<file path="config.mk">
export PLATFORM = sky130hd
export DESIGN_NAME = single_neuron_adaptive_pid
export DESIGN_NICKNAME = d
export VERILOG_FILES = /design/src/hw/rtl/snapid_pkg.sv /design/src/hw/rtl/snapid_mul.sv /design/src/hw/rtl/snapid_div.sv /design/src/hw/rtl/single_neuron_adaptive_pid.sv
export SDC_FILE = /design/constraint.sdc
export NUM_CORES = 2
export LEC_CHECK = 0
export ABC_AREA = 1
export ABC_CLOCK_PERIOD_IN_PS = 18400
export BUFFER_PORTS_ARGS = -buffer_cell sky130_fd_sc_hd__buf_2
export CAP_MARGIN = 20
export CORE_MARGIN = 2
export CORE_UTILIZATION = 60
export DETAILED_ROUTE_END_ITERATION = 7
export PLACE_DENSITY = 0.77
export RECOVER_POWER = 50
export SETUP_SLACK_MARGIN = 0.02
export SYNTH_ARGS = -nofsm -noshare
export SYNTH_HDL_FRONTEND = slang
export SYNTH_HIERARCHICAL = 1
export SYNTH_SLANG_ARGS = --single-unit
</file>
<file path="constraint.sdc">
create_clock -name aclk -period 18.4 [get_ports aclk]
set_input_delay 3.68 -clock aclk [delete_from_list [all_inputs] [get_ports aclk]]
set_output_delay 3.68 -clock aclk [all_outputs]
set_load 0.01 [all_outputs]
</file>
<file path="src/hw/rtl/snapid_pkg.sv">
// Shared constants, types and helpers of the single-neuron adaptive PID block.
package snapid_pkg;

    localparam int DATA_WIDTH = 32;
    localparam int FRAC_BITS  = 16;
    localparam int CFG_W      = 31;
    localparam int MUL_W      = 40;
    localparam int PROD_W     = 2 * MUL_W;
    localparam int DIVD_W     = DATA_WIDTH + FRAC_BITS;
    localparam int DIVS_W     = DATA_WIDTH + 2;
    localparam int TERM_W     = DATA_WIDTH + 3;
    localparam int NORM_W     = FRAC_BITS + 1;
    localparam int DOT_W      = 54;
    localparam int CNT_W      = 6;

    localparam logic [MUL_W-1:0] CAP_MAG = {MUL_W{1'b1}};

    localparam logic [2:0] REG_GAIN_K      = 3'd0;
    localparam logic [2:0] REG_RATE_P      = 3'd1;
    localparam logic [2:0] REG_RATE_I      = 3'd2;
    localparam logic [2:0] REG_RATE_D      = 3'd3;
    localparam logic [2:0] REG_OUT_MIN     = 3'd4;
    localparam logic [2:0] REG_OUT_MAX     = 3'd5;
    localparam logic [2:0] REG_DEAD_BAND   = 3'd6;
    localparam logic [2:0] REG_WEIGHT_INIT = 3'd7;

    localparam logic [CFG_W-1:0]      GAIN_K_RST      = 31'd7864;
    localparam logic [CFG_W-1:0]      RATE_P_RST      = 31'd26214;
    localparam logic [CFG_W-1:0]      RATE_I_RST      = 31'd22938;
    localparam logic [CFG_W-1:0]      RATE_D_RST      = 31'd26214;
    localparam logic [DATA_WIDTH-1:0] OUT_MIN_RST     = 32'd0;
    localparam logic [DATA_WIDTH-1:0] OUT_MAX_RST     = 32'd6553600;
    localparam logic [CFG_W-1:0]      DEAD_BAND_RST   = 31'd3277;
    localparam logic [DATA_WIDTH-1:0] WEIGHT_INIT_RST = 32'd6554;

    typedef struct packed {
        logic busy;
        logic done;
    } unit_stat_t;

    // (a*b) >> FRAC_BITS, saturated at CAP_MAG
    function automatic logic [MUL_W-1:0] sat_cap(input logic [PROD_W-1:0] p);
        logic [PROD_W-FRAC_BITS-1:0] sh;
        sh = p[PROD_W-1:FRAC_BITS];
        if (|sh[PROD_W-FRAC_BITS-1:MUL_W]) begin
            sat_cap = CAP_MAG;
        end else begin
            sat_cap = sh[MUL_W-1:0];
        end
    endfunction

    function automatic logic [DATA_WIDTH-1:0] mag32(input logic [DATA_WIDTH-1:0] v);
        mag32 = v[DATA_WIDTH-1] ? (~v + 1'b1) : v;
    endfunction

endpackage

</file>
<file path="src/hw/rtl/snapid_mul.sv">
// Radix-2 shift-add multiplier, one multiplier bit per cycle.
module snapid_mul (
    input  logic                            aclk,
    input  logic                            aresetn,
    input  logic                            start,
    input  logic [snapid_pkg::MUL_W-1:0]    a,
    input  logic [snapid_pkg::MUL_W-1:0]    b,
    output logic [snapid_pkg::PROD_W-1:0]   prod,
    output snapid_pkg::unit_stat_t          stat
);

    localparam int W = snapid_pkg::MUL_W;

    logic [W-1:0]                     mcand_reg;
    logic [snapid_pkg::PROD_W-1:0]    p_reg, p_next;
    logic [snapid_pkg::CNT_W-1:0]     cnt_reg;
    logic                             busy_reg, done_reg;
    logic [W:0]                       sum;

    always_comb begin
        sum    = {1'b0, p_reg[2*W-1:W]} + (p_reg[0] ? {1'b0, mcand_reg} : {(W+1){1'b0}});
        p_next = {sum, p_reg[W-1:1]};
    end

    always_ff @(posedge aclk) begin
        if (!aresetn) begin
            busy_reg <= 1'b0;
            done_reg <= 1'b0;
            cnt_reg  <= '0;
        end else begin
            done_reg <= 1'b0;
            if (start && !busy_reg) begin
                mcand_reg <= a;
                p_reg     <= {{W{1'b0}}, b};
                cnt_reg   <= '0;
                busy_reg  <= 1'b1;
            end else if (busy_reg) begin
                p_reg   <= p_next;
                cnt_reg <= cnt_reg + 1'b1;
                if (cnt_reg == snapid_pkg::CNT_W'(W - 1)) begin
                    busy_reg <= 1'b0;
                    done_reg <= 1'b1;
                end
            end
        end
    end

    assign prod      = p_reg;
    assign stat.busy = busy_reg;
    assign stat.done = done_reg;

endmodule

</file>
<file path="src/hw/rtl/snapid_div.sv">
// Restoring divider, one quotient bit per cycle.
module snapid_div (
    input  logic                            aclk,
    input  logic                            aresetn,
    input  logic                            start,
    input  logic [snapid_pkg::DIVD_W-1:0]   dividend,
    input  logic [snapid_pkg::DIVS_W-1:0]   divisor,
    output logic [snapid_pkg::DIVD_W-1:0]   quo,
    output snapid_pkg::unit_stat_t          stat
);

    localparam int QW = snapid_pkg::DIVD_W;
    localparam int DW = snapid_pkg::DIVS_W;

    logic [DW-1:0]                 rem_reg, d_reg;
    logic [QW-1:0]                 q_reg;
    logic [snapid_pkg::CNT_W-1:0]  cnt_reg;
    logic                          busy_reg, done_reg;
    logic [DW:0]                   rem_sh;
    logic [DW+1:0]                 diff;
    logic                          fits;

    always_comb begin
        rem_sh = {rem_reg, q_reg[QW-1]};
        diff   = {1'b0, rem_sh} - {2'b0, d_reg};
        fits   = !diff[DW+1];
    end

    always_ff @(posedge aclk) begin
        if (!aresetn) begin
            busy_reg <= 1'b0;
            done_reg <= 1'b0;
            cnt_reg  <= '0;
        end else begin
            done_reg <= 1'b0;
            if (start && !busy_reg) begin
                rem_reg  <= '0;
                q_reg    <= dividend;
                d_reg    <= divisor;
                cnt_reg  <= '0;
                busy_reg <= 1'b1;
            end else if (busy_reg) begin
                // partial remainder stays below the divisor, so DW bits hold it
                rem_reg <= fits ? diff[DW-1:0] : rem_sh[DW-1:0];
                q_reg   <= {q_reg[QW-2:0], fits};
                cnt_reg <= cnt_reg + 1'b1;
                if (cnt_reg == snapid_pkg::CNT_W'(QW - 1)) begin
                    busy_reg <= 1'b0;
                    done_reg <= 1'b1;
                end
            end
        end
    end

    assign quo       = q_reg;
    assign stat.busy = busy_reg;
    assign stat.done = done_reg;

endmodule

</file>
<file path="src/hw/rtl/single_neuron_adaptive_pid.sv">
// Top level: single-neuron adaptive PID controller with bit-serial datapath.
//
//  channel   dir  handshake          payload
//  s_        in   s_tvalid/s_tready  s_tdata = setpoint, measured
//  m_        out  m_tvalid/m_tready  m_tdata = drive, m_tuser = weight_fault
//  cfg_      in   cfg_we             cfg_index, cfg_wdata
//
// Inside the dead band or with a zero weight sum an item skips the divider and the
// dot and gain products and runs only the learning products; otherwise its time is
// set by the serial divider (once per weight) and the shared serial multiplier
// (13 products in all, learning included). Reset is synchronous and loads
// the register defaults. A stalled result holds in the output register while the
// next transfer is taken; the commit of that next item waits for the slot to free.
module single_neuron_adaptive_pid (
    input  logic        aclk,
    input  logic        aresetn,
    input  logic        s_tvalid,
    output logic        s_tready,
    input  logic [63:0] s_tdata,    // [31:0] setpoint, [63:32] measured
    output logic        m_tvalid,
    input  logic        m_tready,
    output logic [31:0] m_tdata,    // [31:0] drive
    output logic        m_tuser,    // [0] weight_fault
    input  logic        cfg_we,
    input  logic [2:0]  cfg_index,
    input  logic [31:0] cfg_wdata
);

    localparam int DW  = snapid_pkg::DATA_WIDTH;
    localparam int FB  = snapid_pkg::FRAC_BITS;
    localparam int MW  = snapid_pkg::MUL_W;
    localparam int TW  = snapid_pkg::TERM_W;
    localparam int NW  = snapid_pkg::NORM_W;
    localparam int OW  = snapid_pkg::DOT_W;
    localparam int SW  = snapid_pkg::DIVS_W;
    localparam int CW  = snapid_pkg::CFG_W;
    localparam int AW  = MW + 3;

    typedef enum logic [3:0] {
        S_IDLE, S_DIV_START, S_DIV_WAIT, S_DOT_START, S_DOT_WAIT,
        S_GAIN_START, S_GAIN_WAIT, S_APPLY, S_LEARN_START, S_LEARN_WAIT, S_COMMIT
    } state_t;

    state_t state_reg;

    logic [CW-1:0]        gain_k_reg, dead_band_reg;
    logic [CW-1:0]        rate_reg [3];      // i, p, d
    logic signed [DW-1:0] out_min_reg, out_max_reg, weight_init_reg;
    logic signed [DW-1:0] err_last_reg, err_prev_reg, out_reg;
    logic signed [DW-1:0] w_reg  [3];        // i, p, d
    logic signed [DW-1:0] wn_reg [3];
    logic signed [TW-1:0] x_reg  [3];        // x0, x1, x2
    logic signed [NW:0]   norm_reg [3];
    logic signed [DW-1:0] e_reg, result_reg;
    logic [SW-1:0]        sabs_reg;
    logic signed [OW-1:0] dot_reg;
    logic signed [MW:0]   delta_reg;
    logic [MW-1:0]        lm_reg;
    logic                 fault_reg;
    logic [1:0]           idx_reg, stg_reg;
    logic                 m_valid_reg, m_fault_reg;
    logic [DW-1:0]        m_data_reg;

    // accept-side terms
    logic signed [DW-1:0] sp, ms, e_sat;
    logic signed [DW:0]   d33;
    logic signed [TW-1:0] e35, el35, ep35;
    logic [DW-1:0]        abs_e;
    logic                 outside;
    logic [SW-1:0]        sabs;

    // serial units
    logic                         mul_start, div_start;
    logic [MW-1:0]                mul_a, mul_b;
    logic [snapid_pkg::PROD_W-1:0] prod;
    logic [snapid_pkg::DIVD_W-1:0] quo;
    snapid_pkg::unit_stat_t       mul_stat, div_stat;

    logic [DW-1:0]        w_mag;
    logic [TW-1:0]        x_mag;
    logic [NW-1:0]        norm_mag;
    logic [OW-1:0]        dot_mag;
    logic [MW-1:0]        capped;
    logic signed [OW-1:0] term_prod;
    logic signed [AW-1:0] apply_sum, clamp_hi;
    logic signed [DW-1:0] clamp_res;
    logic                 learn_neg;
    logic signed [AW-1:0] learn_sum;
    logic signed [DW-1:0] learn_w;

    always_comb begin
        sp    = s_tdata[31:0];
        ms    = s_tdata[63:32];
        d33   = {sp[DW-1], sp} - {ms[DW-1], ms};
        if (d33[DW] != d33[DW-1]) begin
            e_sat = d33[DW] ? {1'b1, {(DW-1){1'b0}}} : {1'b0, {(DW-1){1'b1}}};
        end else begin
            e_sat = d33[DW-1:0];
        end
        e35     = TW'(e_sat);
        el35    = TW'(err_last_reg);
        ep35    = TW'(err_prev_reg);
        abs_e   = snapid_pkg::mag32(e_sat);
        outside = abs_e > {1'b0, dead_band_reg};
        sabs    = SW'(snapid_pkg::mag32(w_reg[0])) + SW'(snapid_pkg::mag32(w_reg[1]))
                + SW'(snapid_pkg::mag32(w_reg[2]));
    end

    always_comb begin
        w_mag     = snapid_pkg::mag32(w_reg[idx_reg]);
        x_mag     = x_reg[idx_reg][TW-1] ? TW'(-x_reg[idx_reg]) : x_reg[idx_reg];
        norm_mag  = norm_reg[idx_reg][NW] ? NW'(-norm_reg[idx_reg]) : norm_reg[idx_reg][NW-1:0];
        dot_mag   = dot_reg[OW-1] ? OW'(-dot_reg) : dot_reg;
        capped    = snapid_pkg::sat_cap(prod);
        term_prod = (norm_reg[idx_reg][NW] ^ x_reg[idx_reg][TW-1])
                  ? -OW'(prod[OW-1:0]) : OW'(prod[OW-1:0]);

        apply_sum = AW'(out_reg) + AW'(delta_reg);
        clamp_hi  = (apply_sum > AW'(out_max_reg)) ? AW'(out_max_reg) : apply_sum;
        clamp_res = (clamp_hi < AW'(out_min_reg)) ? out_min_reg : clamp_hi[DW-1:0];

        learn_neg = e_reg[DW-1] ^ result_reg[DW-1] ^ x_reg[idx_reg][TW-1];
        learn_sum = AW'(w_reg[idx_reg])
                  + (learn_neg ? -AW'({1'b0, capped}) : AW'({1'b0, capped}));
        if (learn_sum > $signed(AW'({1'b0, {(DW-1){1'b1}}}))) begin
            learn_w = {1'b0, {(DW-1){1'b1}}};
        end else if (learn_sum < -$signed(AW'({1'b1, {(DW-1){1'b0}}}))) begin
            learn_w = {1'b1, {(DW-1){1'b0}}};
        end else begin
            learn_w = learn_sum[DW-1:0];
        end
    end

    always_comb begin
        div_start = (state_reg == S_DIV_START);
        mul_start = (state_reg == S_DOT_START) || (state_reg == S_GAIN_START)
                 || (state_reg == S_LEARN_START);
        mul_a = MW'(norm_mag);
        mul_b = MW'(x_mag);
        case (state_reg)
            S_GAIN_START: begin
                mul_a = MW'(dot_mag >> FB);
                mul_b = MW'(gain_k_reg);
            end
            S_LEARN_START: begin
                case (stg_reg)
                    2'd0: begin
                        mul_a = MW'(rate_reg[idx_reg]);
                        mul_b = MW'(snapid_pkg::mag32(e_reg));
                    end
                    2'd1: begin
                        mul_a = lm_reg;
                        mul_b = MW'(snapid_pkg::mag32(result_reg));
                    end
                    default: begin
                        mul_a = lm_reg;
                        mul_b = MW'(x_mag);
                    end
                endcase
            end
            default: ;
        endcase
    end

    snapid_mul u_mul (
        .aclk    (aclk),
        .aresetn (aresetn),
        .start   (mul_start),
        .a       (mul_a),
        .b       (mul_b),
        .prod    (prod),
        .stat    (mul_stat)
    );

    snapid_div u_div (
        .aclk     (aclk),
        .aresetn  (aresetn),
        .start    (div_start),
        .dividend ({w_mag, {FB{1'b0}}}),
        .divisor  (sabs_reg),
        .quo      (quo),
        .stat     (div_stat)
    );

    always_ff @(posedge aclk) begin
        if (!aresetn) begin
            state_reg       <= S_IDLE;
            m_valid_reg     <= 1'b0;
            idx_reg         <= '0;
            stg_reg         <= '0;
            gain_k_reg      <= snapid_pkg::GAIN_K_RST;
            rate_reg[0]     <= snapid_pkg::RATE_I_RST;
            rate_reg[1]     <= snapid_pkg::RATE_P_RST;
            rate_reg[2]     <= snapid_pkg::RATE_D_RST;
            out_min_reg     <= snapid_pkg::OUT_MIN_RST;
            out_max_reg     <= snapid_pkg::OUT_MAX_RST;
            dead_band_reg   <= snapid_pkg::DEAD_BAND_RST;
            weight_init_reg <= snapid_pkg::WEIGHT_INIT_RST;
            err_last_reg    <= '0;
            err_prev_reg    <= '0;
            out_reg         <= snapid_pkg::OUT_MIN_RST;
            for (int k = 0; k < 3; k++) begin
                w_reg[k] <= snapid_pkg::WEIGHT_INIT_RST;
            end
        end else begin
            // the commit state reloads the slot itself when it frees
            if (m_valid_reg && m_tready && (state_reg != S_COMMIT)) begin
                m_valid_reg <= 1'b0;
            end
            if (cfg_we) begin
                case (cfg_index)
                    snapid_pkg::REG_GAIN_K:    gain_k_reg    <= cfg_wdata[CW-1:0];
                    snapid_pkg::REG_RATE_P:    rate_reg[1]   <= cfg_wdata[CW-1:0];
                    snapid_pkg::REG_RATE_I:    rate_reg[0]   <= cfg_wdata[CW-1:0];
                    snapid_pkg::REG_RATE_D:    rate_reg[2]   <= cfg_wdata[CW-1:0];
                    snapid_pkg::REG_OUT_MIN: begin
                        out_min_reg <= cfg_wdata;
                        out_reg     <= cfg_wdata;
                    end
                    snapid_pkg::REG_OUT_MAX:   out_max_reg   <= cfg_wdata;
                    snapid_pkg::REG_DEAD_BAND: dead_band_reg <= cfg_wdata[CW-1:0];
                    snapid_pkg::REG_WEIGHT_INIT: begin
                        weight_init_reg <= cfg_wdata;
                        for (int k = 0; k < 3; k++) begin
                            w_reg[k] <= cfg_wdata;
                        end
                    end
                    default: ;
                endcase
            end
            case (state_reg)
                S_IDLE: begin
                    if (s_tvalid) begin
                        e_reg     <= e_sat;
                        x_reg[0]  <= e35;
                        x_reg[1]  <= e35 - el35;
                        x_reg[2]  <= e35 - (el35 <<< 1) + ep35;
                        sabs_reg  <= sabs;
                        dot_reg   <= '0;
                        delta_reg <= '0;
                        idx_reg   <= '0;
                        fault_reg <= outside && (sabs == '0);
                        state_reg <= (outside && (sabs != '0)) ? S_DIV_START : S_APPLY;
                    end
                end
                S_DIV_START: state_reg <= S_DIV_WAIT;
                S_DIV_WAIT: begin
                    if (div_stat.done) begin
                        norm_reg[idx_reg] <= w_reg[idx_reg][DW-1] ? -(NW+1)'(quo[NW-1:0])
                                                                  : (NW+1)'(quo[NW-1:0]);
                        if (idx_reg == 2'd2) begin
                            idx_reg   <= '0;
                            state_reg <= S_DOT_START;
                        end else begin
                            idx_reg   <= idx_reg + 1'b1;
                            state_reg <= S_DIV_START;
                        end
                    end
                end
                S_DOT_START: state_reg <= S_DOT_WAIT;
                S_DOT_WAIT: begin
                    if (mul_stat.done) begin
                        dot_reg <= dot_reg + term_prod;
                        if (idx_reg == 2'd2) begin
                            idx_reg   <= '0;
                            state_reg <= S_GAIN_START;
                        end else begin
                            idx_reg   <= idx_reg + 1'b1;
                            state_reg <= S_DOT_START;
                        end
                    end
                end
                S_GAIN_START: state_reg <= S_GAIN_WAIT;
                S_GAIN_WAIT: begin
                    if (mul_stat.done) begin
                        delta_reg <= dot_reg[OW-1] ? -(MW+1)'(capped) : (MW+1)'(capped);
                        state_reg <= S_APPLY;
                    end
                end
                S_APPLY: begin
                    result_reg <= clamp_res;
                    idx_reg    <= '0;
                    stg_reg    <= '0;
                    state_reg  <= S_LEARN_START;
                end
                S_LEARN_START: state_reg <= S_LEARN_WAIT;
                S_LEARN_WAIT: begin
                    if (mul_stat.done) begin
                        if (stg_reg == 2'd2) begin
                            wn_reg[idx_reg] <= learn_w;
                            stg_reg         <= '0;
                            if (idx_reg == 2'd2) begin
                                state_reg <= S_COMMIT;
                            end else begin
                                idx_reg   <= idx_reg + 1'b1;
                                state_reg <= S_LEARN_START;
                            end
                        end else begin
                            lm_reg    <= capped;
                            stg_reg   <= stg_reg + 1'b1;
                            state_reg <= S_LEARN_START;
                        end
                    end
                end
                S_COMMIT: begin
                    if (!m_valid_reg || m_tready) begin
                        for (int k = 0; k < 3; k++) begin
                            w_reg[k] <= wn_reg[k];
                        end
                        err_prev_reg <= err_last_reg;
                        err_last_reg <= e_reg;
                        out_reg      <= result_reg;
                        m_data_reg   <= result_reg;
                        m_fault_reg  <= fault_reg;
                        m_valid_reg  <= 1'b1;
                        state_reg    <= S_IDLE;
                    end
                end
                default: state_reg <= S_IDLE;
            endcase
        end
    end

    assign s_tready = (state_reg == S_IDLE);
    assign m_tvalid = m_valid_reg;
    assign m_tdata  = m_data_reg;
    assign m_tuser  = m_fault_reg;

    a_one_item: assert property (@(posedge aclk) disable iff (!aresetn)
        (s_tvalid && s_tready) |=> !s_tready)
        else $error("second transfer taken while an item is in work");

    a_units_idle: assert property (@(posedge aclk) disable iff (!aresetn)
        s_tready |-> (!mul_stat.busy && !div_stat.busy))
        else $error("serial unit busy while idle");

    a_units_excl: assert property (@(posedge aclk) disable iff (!aresetn)
        !(mul_stat.busy && div_stat.busy))
        else $error("multiplier and divider busy together");

    a_commit_slot: assert property (@(posedge aclk) disable iff (!aresetn)
        (state_reg == S_COMMIT && m_valid_reg && !m_tready) |=> $stable(m_tdata))
        else $error("held result overwritten");

endmodule

</file>
==> summary.json <==
{
  "outcome": {"value": "finished with violations"},
  "failing_checks": {"value": "max-capacitance violations, max-slew violations"},
  "slew_headroom": {"value": -3.451},
  "setup_viol": {"value": 0},
  "postCtsResizedCells": {"value": 0},
  "gr-total-overflow": {"value": 0},
  "path_max_fanout": {"value": 132},
  "largest_register_ff_count": {"value": 100},
  "post-place-cells": {"value": 12470},
  "final.setup.tns": {"value": 0, "unit": "ns"},
  "grt_start_max_net_pins": {"value": 133},
  "antenna_violations_before_repair": {"value": 18},
  "timing.clock.skew": {"value": 0.04040, "unit": "ns"},
  "dpl_worst_slack": {"value": 7.863, "unit": "ns"},
  "coreArea": {"value": 137000, "unit": "µm²"},
  "drt-vias-per-instance": {"value": 6.153},
  "global_placement_routability_congestion": {"value": 1.049},
  "hold-path-cell-count": {"value": 0},
  "worst_hold_startpoint": {"value": "sabs_reg[2]"},
  "post_synth_instance_area": {"value": 82540, "unit": "µm²"},
  "synthCells": {"value": 10730},
  "first_global_vias": {"value": 73070},
  "reg2regPathDepth": {"value": 28},
  "drv.max_cap_violation_count": {"value": 27},
  "most_frequent_standard_cell_in_the_layout_excluding_fill_and_tap_cells": {"value": "sky130_fd_sc_hd__nand2_1"},
  "start_kind": {"value": "input pin"},
  "min-delay-path-class": {"value": "reg -> reg"},
  "fillCellCount": {"value": 11680},
  "drive_gt1_frac": {"value": 0.05337},
  "hold_viol": {"value": 0},
  "die-height": {"value": 374.9, "unit": "µm"},
  "timing.final.crit_period": {"value": 12.47, "unit": "ns"},
  "grt_setup_unrepaired": {"value": "no"},
  "worst-slew-pin-transition": {"value": 6.676, "unit": "ns"},
  "vdd_drop_max": {"value": 0.0004513, "unit": "V"},
  "holdPathEnd": {"value": "u_div/d_reg[2]"},
  "detail_route.wirelength": {"value": 304800, "unit": "µm"},
  "num_io_pins": {"value": 139},
  "floorplan.rows": {"value": 136},
  "cts_setup_buffers": {"value": 0},
  "clkTransAtPathRegs": {"value": 0.06, "unit": "ns"},
  "cts_max_level": {"value": 4},
  "global_route.usage.total": {"value": 0.4238},
  "hold_buffers": {"value": 0},
  "worst_slack": {"value": 5.928, "unit": "ns"},
  "critical_path_arrival": {"value": 12.94, "unit": "ns"},
  "postRouteAntennaNets": {"value": 0},
  "syn2layout_area_growth": {"value": 8.538, "unit": "%"},
  "die_footprint": {"value": 140500, "unit": "µm²"},
  "timing.rr.start": {"value": "u_mul/prod[60]"},
  "syn-mean-instance-area": {"value": 7.690, "unit": "µm²"},
  "detail_route.first_pass.iterations": {"value": 7},
  "drc_markers": {"value": 0},
  "floorplan.initialDensity": {"value": 0.6025},
  "clk-insertion-delay-late": {"value": 0.84, "unit": "ns"},
  "fin_crit_sh": {"value": 0.6778},
  "max_frequency": {"value": 80.18, "unit": "MHz"},
  "power.density_cell_area": {"value": 203.6, "unit": "nW/µm²"},
  "die_x_extent": {"value": 374.9, "unit": "µm"},
  "final_nets": {"value": 11460},
  "clock_tree_from_tritoncts": {"value": "yes"},
  "cts_max_path_buffers": {"value": 3},
  "worst-endpoint-required": {"value": 18.87, "unit": "ns"},
  "vias": {"value": 78320},
  "report.final.slew_viol_count": {"value": 1073},
  "setup.reg_to_reg.worst_slack": {"value": 8.11, "unit": "ns"},
  "layout_common_cells": {"value": "sky130_fd_sc_hd__nand2_1 (2644), sky130_fd_sc_hd__inv_1 (1458), sky130_fd_sc_hd__nor2_1 (1004)"},
  "p_leak": {"value": 0.03905, "unit": "µW"},
  "synth.yosys.warnings": {"value": 6},
  "final_standard_cell_count_with_taps_included_and_fillers_excluded": {"value": 12730},
  "placement.io_buffers": {"value": 138},
  "crit_type": {"value": "in -> reg"},
  "place_hpwl": {"value": 233400, "unit": "µm"},
  "regToRegEndpoint": {"value": "wn_reg[0][5]"},
  "dr.first_iter.drc_count": {"value": 10730},
  "wire_per_inst": {"value": 23.95, "unit": "µm"},
  "numCtsBuffers": {"value": 134},
  "clock-sinks": {"value": 1191},
  "endpoint_class_of_the_critical_path": {"value": "flop"},
  "global_route_wire_length_before_repair": {"value": 448800, "unit": "µm"},
  "library_cell_used_as_clock_root_buffer": {"value": "sky130_fd_sc_hd__clkbuf_16"},
  "worst_hold_margin": {"value": 0.4137, "unit": "ns"}
}
## metrics by stage
step                power, µW  cell area (µm²)    util
floorplan               11530            82610       -
global placement        14730            85070  0.6211
detailed placement      14900            85090  0.6212
CTS                     17820            89800  0.6556
global route            19280            89560  0.6538
finish                  18240            89580  0.6540
## worst max-delay path: stages
cell	delay, ns
sky130_fd_sc_hd__clkbuf_1	1.45
sky130_fd_sc_hd__clkbuf_1	4.73
sky130_fd_sc_hd__nand3_4	2.02
sky130_fd_sc_hd__buf_4	0.76
## area by class of cell
class	instances	area, µm²	area share
flip-flops and latches	1191	33280	0.3714
clock buffers	168	3602	0.04021
clock inverters	78	1110	0.01239
diodes	10	25.02	0.0002793
multi-input cells	7774	42470	0.4740
inverters	1487	5588	0.06238
repair buffers	226	1274	0.01422
well taps	1794	2245	0.02506
## per-layer routing
layer	track usage	up-vias	part of all wire
met5	0	-	0.00060
met4	0.2625	20	0.072
met3	0.1060	944	0.13
met2	0.6219	5065	0.42
met1	0.5627	36320	0.38
li1	-	35960	-
## where the power goes
part | internal [µW] | switching [µW] | leakage [µW]
clock | 1650 | 1240 | 0.00227
combinational | 3190 | 7890 | 0.0260
sequential | 3960 | 315 | 0.0108
## worst max-delay path by stage
| stage | from | to |
|---|---|---|
| 3_5_place_dp | s_tdata[12] | x_reg[1][24] |
| 4_1_cts | s_tdata[12] | x_reg[1][24] |
| 6_report | aresetn | w_reg[0][28] |
| 5_1_grt | aresetn | w_reg[2][21] |
| 3_3_place_gp | s_tdata[0] | state_reg[1] |
| 2_1_floorplan | aresetn | x_reg[0][0] |
Power figures use the tool's default switching activity.
